$ cat src/rtl/key_press_classifier_volume_unit_defines.svh
// Assertion macros for the key press classifier.
`ifndef KEY_PRESS_CLASSIFIER_VOLUME_UNIT_DEFINES_SVH
`define KEY_PRESS_CLASSIFIER_VOLUME_UNIT_DEFINES_SVH

`ifndef SYNTHESIS
`define KPCV_ASSERT(lbl, clk, rstn, prop) \
  lbl: assert property (@(posedge clk) disable iff (!rstn) prop) \
    else $error("kpcv assertion failed");
`define KPCV_ASSERT_ALWAYS(lbl, clk, prop) \
  lbl: assert property (@(posedge clk) prop) \
    else $error("kpcv assertion failed");
`else
`define KPCV_ASSERT(lbl, clk, rstn, prop)
`define KPCV_ASSERT_ALWAYS(lbl, clk, prop)
`endif

`endif

$ cat src/rtl/kpcv_pkg.sv
package kpcv_pkg;

  localparam int unsigned TickW   = 32;
  localparam int unsigned CfgW    = 16;
  localparam int unsigned VolW    = 7;
  localparam int unsigned CfgIdxW = 1;

  localparam logic [CfgIdxW-1:0] CFG_LONG_PRESS = 1'd0;
  localparam logic [CfgIdxW-1:0] CFG_REPEAT     = 1'd1;

  localparam logic [CfgW-1:0] LONG_PRESS_RESET = 16'd50;
  localparam logic [CfgW-1:0] REPEAT_RESET     = 16'd20;

  localparam logic [VolW-1:0] VOLUME_MAX   = 7'd100;
  localparam logic [VolW-1:0] VOLUME_RESET = 7'd50;

  localparam int unsigned KeyDownBit = 1;
  localparam int unsigned KeyModeBit = 2;
  localparam int unsigned KeyUpBit   = 3;

  typedef enum logic [2:0] {
    EVT_NONE     = 3'd0,
    EVT_PRESSED  = 3'd1,
    EVT_LONG     = 3'd2,
    EVT_CLICKED  = 3'd3,
    EVT_RELEASED = 3'd4
  } key_evt_e;

  typedef struct packed {
    logic [7:0]       key_bits;
    logic [TickW-1:0] tick_stamp;
  } kpcv_in_t;

  typedef struct packed {
    logic [2:0]      down_key_event;
    logic [2:0]      mode_key_event;
    logic [2:0]      up_key_event;
    logic [VolW-1:0] volume_level;
    logic            volume_changed;
  } kpcv_out_t;

  typedef struct packed {
    logic [CfgW-1:0] long_press_ticks;
    logic [CfgW-1:0] repeat_ticks;
  } kpcv_cfg_t;

endpackage

$ cat src/rtl/key_press_classifier_volume_unit.sv
// One request is one poll of the key byte with its tick count and yields exactly one result.
// A poll enters the input register, is classified by compare logic against the stored hold
// state of keys 1, 2 and 3, and moves into the result register once that register is empty
// or its result is being taken; a new poll is taken every cycle while results are being taken.
// The 32-bit elapsed-tick subtract and compare of each key sets the cycle time. The user must
// write registers through the configuration port only while no poll is in flight; the block
// itself does not enforce this, and there is no start-up sweep.
`include "key_press_classifier_volume_unit_defines.svh"
module key_press_classifier_volume_unit (
  input  logic                          clk_i,
  input  logic                          rst_ni,
  input  logic                          in_valid_i,
  output logic                          in_ready_o,
  input  kpcv_pkg::kpcv_in_t            in_data_i,
  output logic                          out_valid_o,
  input  logic                          out_ready_i,
  output kpcv_pkg::kpcv_out_t           out_data_o,
  input  logic                          cfg_we_i,
  input  logic [kpcv_pkg::CfgIdxW-1:0]  cfg_idx_i,
  input  logic [kpcv_pkg::CfgW-1:0]     cfg_data_i
);
  import kpcv_pkg::*;

  kpcv_cfg_t       cfg_q;
  kpcv_in_t        in_q;
  logic            in_valid_q;
  kpcv_out_t       out_q, out_d;
  logic            out_valid_q;
  logic            advance;
  key_evt_e        down_evt, mode_evt, up_evt;
  logic [VolW-1:0] level;
  logic            changed;

  assign advance    = in_valid_q && (!out_valid_q || out_ready_i);
  assign in_ready_o = !in_valid_q || advance;

  always_ff @(posedge clk_i or negedge rst_ni) begin
    if (!rst_ni) begin
      cfg_q.long_press_ticks <= LONG_PRESS_RESET;
      cfg_q.repeat_ticks     <= REPEAT_RESET;
    end else if (cfg_we_i) begin
      case (cfg_idx_i)
        CFG_LONG_PRESS: cfg_q.long_press_ticks <= cfg_data_i;
        CFG_REPEAT:     cfg_q.repeat_ticks     <= cfg_data_i;
        default: ;
      endcase
    end
  end

  always_ff @(posedge clk_i or negedge rst_ni) begin
    if (!rst_ni) begin
      in_valid_q <= 1'b0;
    end else if (in_ready_o) begin
      in_valid_q <= in_valid_i;
    end
  end

  always_ff @(posedge clk_i) begin
    if (in_ready_o && in_valid_i) begin
      in_q <= in_data_i;
    end
  end

  kpcv_key_unit u_key_down (
    .clk_i    (clk_i),
    .rst_ni   (rst_ni),
    .en_i     (advance),
    .rep_en_i (1'b1),
    .down_i   (!in_q.key_bits[KeyDownBit]),
    .now_i    (in_q.tick_stamp),
    .cfg_i    (cfg_q),
    .evt_o    (down_evt)
  );

  kpcv_key_unit u_key_mode (
    .clk_i    (clk_i),
    .rst_ni   (rst_ni),
    .en_i     (advance),
    .rep_en_i (1'b0),
    .down_i   (!in_q.key_bits[KeyModeBit]),
    .now_i    (in_q.tick_stamp),
    .cfg_i    (cfg_q),
    .evt_o    (mode_evt)
  );

  kpcv_key_unit u_key_up (
    .clk_i    (clk_i),
    .rst_ni   (rst_ni),
    .en_i     (advance),
    .rep_en_i (1'b1),
    .down_i   (!in_q.key_bits[KeyUpBit]),
    .now_i    (in_q.tick_stamp),
    .cfg_i    (cfg_q),
    .evt_o    (up_evt)
  );

  kpcv_volume u_volume (
    .clk_i      (clk_i),
    .rst_ni     (rst_ni),
    .en_i       (advance),
    .down_evt_i (down_evt),
    .up_evt_i   (up_evt),
    .level_o    (level),
    .changed_o  (changed)
  );

  always_comb begin
    out_d.down_key_event = down_evt;
    out_d.mode_key_event = mode_evt;
    out_d.up_key_event   = up_evt;
    out_d.volume_level   = level;
    out_d.volume_changed = changed;
  end

  always_ff @(posedge clk_i or negedge rst_ni) begin
    if (!rst_ni) begin
      out_valid_q <= 1'b0;
    end else if (advance) begin
      out_valid_q <= 1'b1;
    end else if (out_ready_i) begin
      out_valid_q <= 1'b0;
    end
  end

  always_ff @(posedge clk_i) begin
    if (advance) begin
      out_q <= out_d;
    end
  end

  assign out_valid_o = out_valid_q;
  assign out_data_o  = out_q;

  `KPCV_ASSERT(a_vol_range, clk_i, rst_ni,
               out_valid_q |-> (out_q.volume_level <= VOLUME_MAX))
  `KPCV_ASSERT(a_vol_cause, clk_i, rst_ni,
               (out_valid_q && out_q.volume_changed) |->
               ((out_q.down_key_event == EVT_CLICKED) || (out_q.down_key_event == EVT_LONG) ||
                (out_q.up_key_event == EVT_CLICKED) || (out_q.up_key_event == EVT_LONG)))
  `KPCV_ASSERT(a_adv_out, clk_i, rst_ni, advance |=> out_valid_q)
  `KPCV_ASSERT_ALWAYS(a_rst_quiet, clk_i, !rst_ni |-> (!out_valid_q && !in_valid_q))

endmodule

$ cat src/rtl/kpcv_key_unit.sv
module kpcv_key_unit (
  input  logic                     clk_i,
  input  logic                     rst_ni,
  input  logic                     en_i,
  input  logic                     rep_en_i,
  input  logic                     down_i,
  input  logic [kpcv_pkg::TickW-1:0] now_i,
  input  kpcv_pkg::kpcv_cfg_t      cfg_i,
  output kpcv_pkg::key_evt_e       evt_o
);
  import kpcv_pkg::*;

  logic             was_q, was_d;
  logic             long_q, long_d;
  logic [TickW-1:0] start_q, start_d;
  logic [TickW-1:0] rep_q, rep_d;
  logic             first;
  logic [TickW-1:0] held, since_rep;

  always_comb begin
    first     = down_i && !was_q;
    start_d   = first ? now_i : start_q;
    long_d    = first ? 1'b0 : long_q;
    rep_d     = first ? '0 : rep_q;
    was_d     = down_i;
    evt_o     = first ? EVT_PRESSED : EVT_NONE;
    held      = now_i - start_d;
    since_rep = now_i - rep_d;
    if (down_i) begin
      if (!long_d) begin
        if (held >= TickW'(cfg_i.long_press_ticks)) begin
          evt_o  = EVT_LONG;
          long_d = 1'b1;
          if (rep_en_i) begin
            rep_d = now_i;
          end
        end
      end else if (rep_en_i) begin
        if (since_rep >= TickW'(cfg_i.repeat_ticks)) begin
          evt_o = EVT_LONG;
          rep_d = now_i;
        end
      end
    end
    if (!down_i && was_q) begin
      evt_o = long_q ? EVT_RELEASED : EVT_CLICKED;
    end
  end

  always_ff @(posedge clk_i or negedge rst_ni) begin
    if (!rst_ni) begin
      was_q   <= 1'b0;
      long_q  <= 1'b0;
      start_q <= '0;
      rep_q   <= '0;
    end else if (en_i) begin
      was_q   <= was_d;
      long_q  <= long_d;
      start_q <= start_d;
      rep_q   <= rep_d;
    end
  end

endmodule

$ cat src/rtl/kpcv_volume.sv
module kpcv_volume (
  input  logic                      clk_i,
  input  logic                      rst_ni,
  input  logic                      en_i,
  input  kpcv_pkg::key_evt_e        down_evt_i,
  input  kpcv_pkg::key_evt_e        up_evt_i,
  output logic [kpcv_pkg::VolW-1:0] level_o,
  output logic                      changed_o
);
  import kpcv_pkg::*;

  logic [VolW-1:0] vol_q, vol_d, vol_mid;

  always_comb begin
    vol_mid = vol_q;
    if (down_evt_i == EVT_CLICKED || down_evt_i == EVT_LONG) begin
      if (vol_q > VOLUME_MAX) begin
        vol_mid = VOLUME_MAX;
      end else if (vol_q != '0) begin
        vol_mid = vol_q - VolW'(1);
      end
    end
    vol_d = vol_mid;
    if (up_evt_i == EVT_CLICKED || up_evt_i == EVT_LONG) begin
      if (vol_mid < VOLUME_MAX) begin
        vol_d = vol_mid + VolW'(1);
      end else begin
        vol_d = VOLUME_MAX;
      end
    end
    level_o   = vol_d;
    changed_o = (vol_d != vol_q);
  end

  always_ff @(posedge clk_i or negedge rst_ni) begin
    if (!rst_ni) begin
      vol_q <= VOLUME_RESET;
    end else if (en_i) begin
      vol_q <= vol_d;
    end
  end

endmodule
$ cat config.mk
export PLATFORM = sky130hd
export DESIGN_NAME = key_press_classifier_volume_unit
export DESIGN_NICKNAME = d
export VERILOG_FILES = /design/src/rtl/kpcv_pkg.sv /design/src/rtl/key_press_classifier_volume_unit.sv /design/src/rtl/kpcv_key_unit.sv /design/src/rtl/kpcv_volume.sv
export VERILOG_INCLUDE_DIRS = /design/src /design/src/rtl
export SDC_FILE = /design/constraint.sdc
export NUM_CORES = 1
export LEC_CHECK = 0
export BUFFER_PORTS_ARGS = -buffer_cell sky130_fd_sc_hd__buf_2
export CORE_MARGIN = 8
export CORE_UTILIZATION = 50
export DETAILED_ROUTE_END_ITERATION = 10
export PLACE_DENSITY = 0.67
export REMOVE_ABC_BUFFERS = 1
export SYNTH_ARGS = -nofsm -noshare
export SYNTH_HDL_FRONTEND = slang
export SYNTH_SLANG_ARGS = --single-unit
export TNS_END_PERCENT = 1
$ cat constraint.sdc
create_clock -name clk_i -period 9.25 [get_ports clk_i]
set_input_delay 1.3875 -clock clk_i [delete_from_list [all_inputs] [get_ports clk_i]]
set_output_delay 1.3875 -clock clk_i [all_outputs]
set_load 0.005 [all_outputs]
==> results.txt <==
----------------------------------------------------
[Run status]
  Run status ... finished, final reports clean

[Routing]
  Wire per inst ... 20.1 microns
  DRC violation count after routing ... 0
  Violation count after the first detailed-route iteration ... 1,326
  Total vias in the final route ... 20,100
  Avg Vias per Cell ... 6.21
  Post-route ant nets ... 0
  Overall routed net length ... 65,000 microns
  Detailed-routing iteration count for the pre-antenna-repair pass ... 6

[Setup path]
  Sort of element at the start of the critical path ... register
  Critical-path cell with the highest stage delay ... sky130_fd_sc_hd__edfxtp_1
  Crit path required time ... 9.52 ns
  Stage delay of the slowest cell on the critical path ... 0.48 ns
  Crit Path Class ... reg2reg
  Endpoint kind of the worst setup timing path ... register
  Largest fanout on the critical path ... 15
  Critical path data arrival time ... 8.54 ns

[STA]
  Max-slew violation count ... 0
  Min cycle time layout ... 8.26 ns
  Top achievable clock speed ... 121 MHz
  Final setup slack of the worst path ... 0.988 ns
  Share of the clock period used by the worst path after layout ... 89.3%
  RSZ-0062 raised after global routing ... no
  Worst hold slack ... 0.477 ns
  Fin. Hold Viols ... 0
  Number of setup violations in the final report ... 0
  Actual transition at the worst max-transition pin ... 1.16 ns
  Tightest slew margin relative to the limit ... 22.3%
  Final-layout setup total negative slack ... 0 ns
  Worst clock skew on the final layout ... 0.0229 ns

[Hold path]
  Classification of the worst-slack hold path ... reg2reg

[Clocking]
  Number of clock buffers inserted by TritonCTS ... 34
  Clock sink total ... 259
  Later-pin clock latency in the skew report ... 0.55 ns
  H-tree levels ... 2
  Clk root buf ... sky130_fd_sc_hd__clkbuf_16
  Resized cells post-CTS ... 0
  Clock Tree Buf Depth ... 3
  CTS Hold Bufs ... 0
  Clock slew at reported path FFs ... 0.06 ns
  CTS tree ... done
  Post-CTS Setup Bufs ... 0

[Synthesis]
  Gate count of the mapped netlist ... 2,583
  Number of enable-type register cells in the synthesized netlist ... 52
  Ys flop type ... sky130_fd_sc_hd__dfrtp_1
  Yosys warnings ... 0
  Synthesized area per cell ... 8.72 sq um
  Fraction of synthesis flops using an asynchronous set or reset pin ... 79.9%
  Flip-flop and latch count after synthesis ... 259
  Count of different cell masters after synthesis ... 101
  Area fraction of the dominant cell type after synthesis ... 22.1%
  Syn Std Cell Area ... 22,500 sq um
  Most area-hungry cell type in the Yosys netlist ... sky130_fd_sc_hd__dfrtp_1
  Seq/Total Area, Yosys ... 30.0%
  Top cells by area in the synthesized netlist ... sky130_fd_sc_hd__dfrtp_1, sky130_fd_sc_hd__ha_1, sky130_fd_sc_hd__edfxtp_1

[Place]
  IO Port Bufs ... 75
  Post-detail-place hpwl ... 50,400 microns
  RePlAce Congestion ... 0.947
  Worst slack after detailed placement ... 1.07 ns
  DP Cell Count ... 3,168

[Layout]
  Commonest non-fill, non-tap cell in the layout ... sky130_fd_sc_hd__nand2_1
  Share of final-layout standard cells stronger than drive strength 1 ... 10.1%
  Most used cells in the layout excluding fill and tap cells ... sky130_fd_sc_hd__nand2_1, sky130_fd_sc_hd__ha_1, sky130_fd_sc_hd__o21ai_0
  Layout area overhead ... 9.21%
  Final std cells w/o fill ... 3,230
  Number of nets in the final layout ... 2,907
  Final core utilization ... 55.5%

[Pwr]
  Switching Share ... 42.2%
  Combinational share of power ... 53.1%
  Reported leakage power ... 10.7 nW
  Clock share of power ... 21.3%
  Share of power burned in registers ... 25.6%
  Switching power summed over all nets ... 2.68 mW
  Maximum resistive drop on vdd ... 0.211 mV
  PD cells ... 258 nW/um^2
  Cell internal pwr ... 3.67 mW

[Job]
  Max-cap check violation count ... 0

[Floorplanning]
  Die Y-Extent ... 228 microns
  Total die area ... 52,100 sq um
  Effective utilization at floorplan ... 50.8%
  Standard-cell row count ... 77
  I/O pins ... 81
  Die extent in x ... 228 microns
  Core Footprint ... 44,300 sq um

[Global route]
  Global-route wire length before repair ... 104,000 microns
  Number of global-route vias before repair ... 19,600
  Pin count of the biggest net entering global routing ... 97
  Global-route congestion overflow total ... 0
  Global-route usage over all layers ... 24.2%
  Initial antenna violation count ... 0

----------------------------------------------------
[cell usage after synthesis, types with 58 or more instances]
master	n
sky130_fd_sc_hd__nand2_1	299
sky130_fd_sc_hd__ha_1	229
sky130_fd_sc_hd__o21ai_0	208
sky130_fd_sc_hd__dfrtp_1	199
sky130_fd_sc_hd__a21oi_1	169
sky130_fd_sc_hd__nor2_1	134
sky130_fd_sc_hd__mux2i_1	97
sky130_fd_sc_hd__clkbuf_1	95
sky130_fd_sc_hd__inv_1	89
sky130_fd_sc_hd__a21o_1	80
sky130_fd_sc_hd__xnor2_1	72
sky130_fd_sc_hd__a22o_1	69
sky130_fd_sc_hd__nor3_1	58
[per-layer routing]
metal / part of all wire (%) / vias to the layer above / GRT usage [%] / wire length [microns]
met5: 0 / - / 0 / 0
met2: 48 / 503 / 41.5 / 30900
met4: 2.9 / 0 / 7.74 / 1870
li1: - / 9733 / - / -
met3: 4.3 / 99 / 2.76 / 2820
met1: 45 / 9731 / 31.5 / 29400
[per-stage QoR]
step,area [sq um],total power [mW]
floorplan,22100,4.13
global placement,23500,4.87
detailed placement,23500,4.96
CTS,24600,6.35
global route,24600,6.85
finish,24600,6.34
[worst paths after layout]
| kind | from | endpoint | slack [ns] | depth (start not counted) |
|---|---|---|---|---|
| max | in_q[33] | out_data_o[0] | 0.99 | 33 |
| min | u_key_up.start_q[20] | u_key_up.start_q[20] | 0.48 | 2 |
| max reg2reg | in_q[33] | out_data_o[0] | 0.99 | 33 |
| min reg2reg | u_key_up.start_q[20] | u_key_up.start_q[20] | 0.48 | 2 |
| max in group asynchronous | rst_ni | u_key_down.rep_q[22] | 7.07 | 2 |
| min in group asynchronous | rst_ni | u_key_up.rep_q[2] | 0.87 | 1 |
[cell type report]
| class | count | area [sq um] |
|---|---|---|
| Antenna cell | 1 | 2.50 |
| Clock buffer | 47 | 971 |
| Clock inverter | 14 | 160 |
| Fill cell | 4065 | 19700 |
| Inverter | 93 | 349 |
| Multi-Input combinational cell | 2122 | 15000 |
| Sequential cell | 259 | 6750 |
| Tap cell | 592 | 741 |
| Timing Repair Buffer | 102 | 588 |
[power groups by stage]
stage               logic (mW)  registers (mW)  clock network (mW)
finish                    3.37            1.62                1.35
global route              3.77            1.65                1.42
CTS                       3.35            1.62                1.38
detailed placement        3.32            1.63                   0
global placement          3.24            1.63                   0
floorplan                 2.54            1.59                   0
[critical path: cells and delay by family, from the launching register on]
kind,cells,cell delay [ns]
compound gates,13,2.77
fa+ha+maj,4,1.09
simple gates,13,3.20
buf+inv,1,0.10
flops,1,0.48
xor+xnor,2,0.34
[flip-flops by register name (all words and copies together) (netlist names)]
register            flops
u_key_down.start_q     32
u_key_down.was_q        1
u_key_up.was_q          1
u_key_down.rep_q       32
in_valid_q              1
u_key_up.start_q       32
u_key_up.long_q         1
in_q                   35
u_key_up.rep_q         32
out_data_o             17
u_volume.vol_q          7
out_valid_o             1
cfg_q                  32
u_key_down.long_q       1
u_key_mode.start_q     32
u_key_mode.was_q        1
u_key_mode.long_q       1
[kinds of logic (layout without fill, tap and decap cells)]
logic type,Yosys count,after routing,synth area share (%)
xor+xnor,109,109,4.27
simple gates,812,812,17.8
other cells,0,1,0
mux,152,152,7.10
flops,259,259,30.0
fa+ha+maj,237,237,13.3
buf+inv,202,256,3.47
compound gates,812,812,24.1
(Power assumes the default switching activity.)
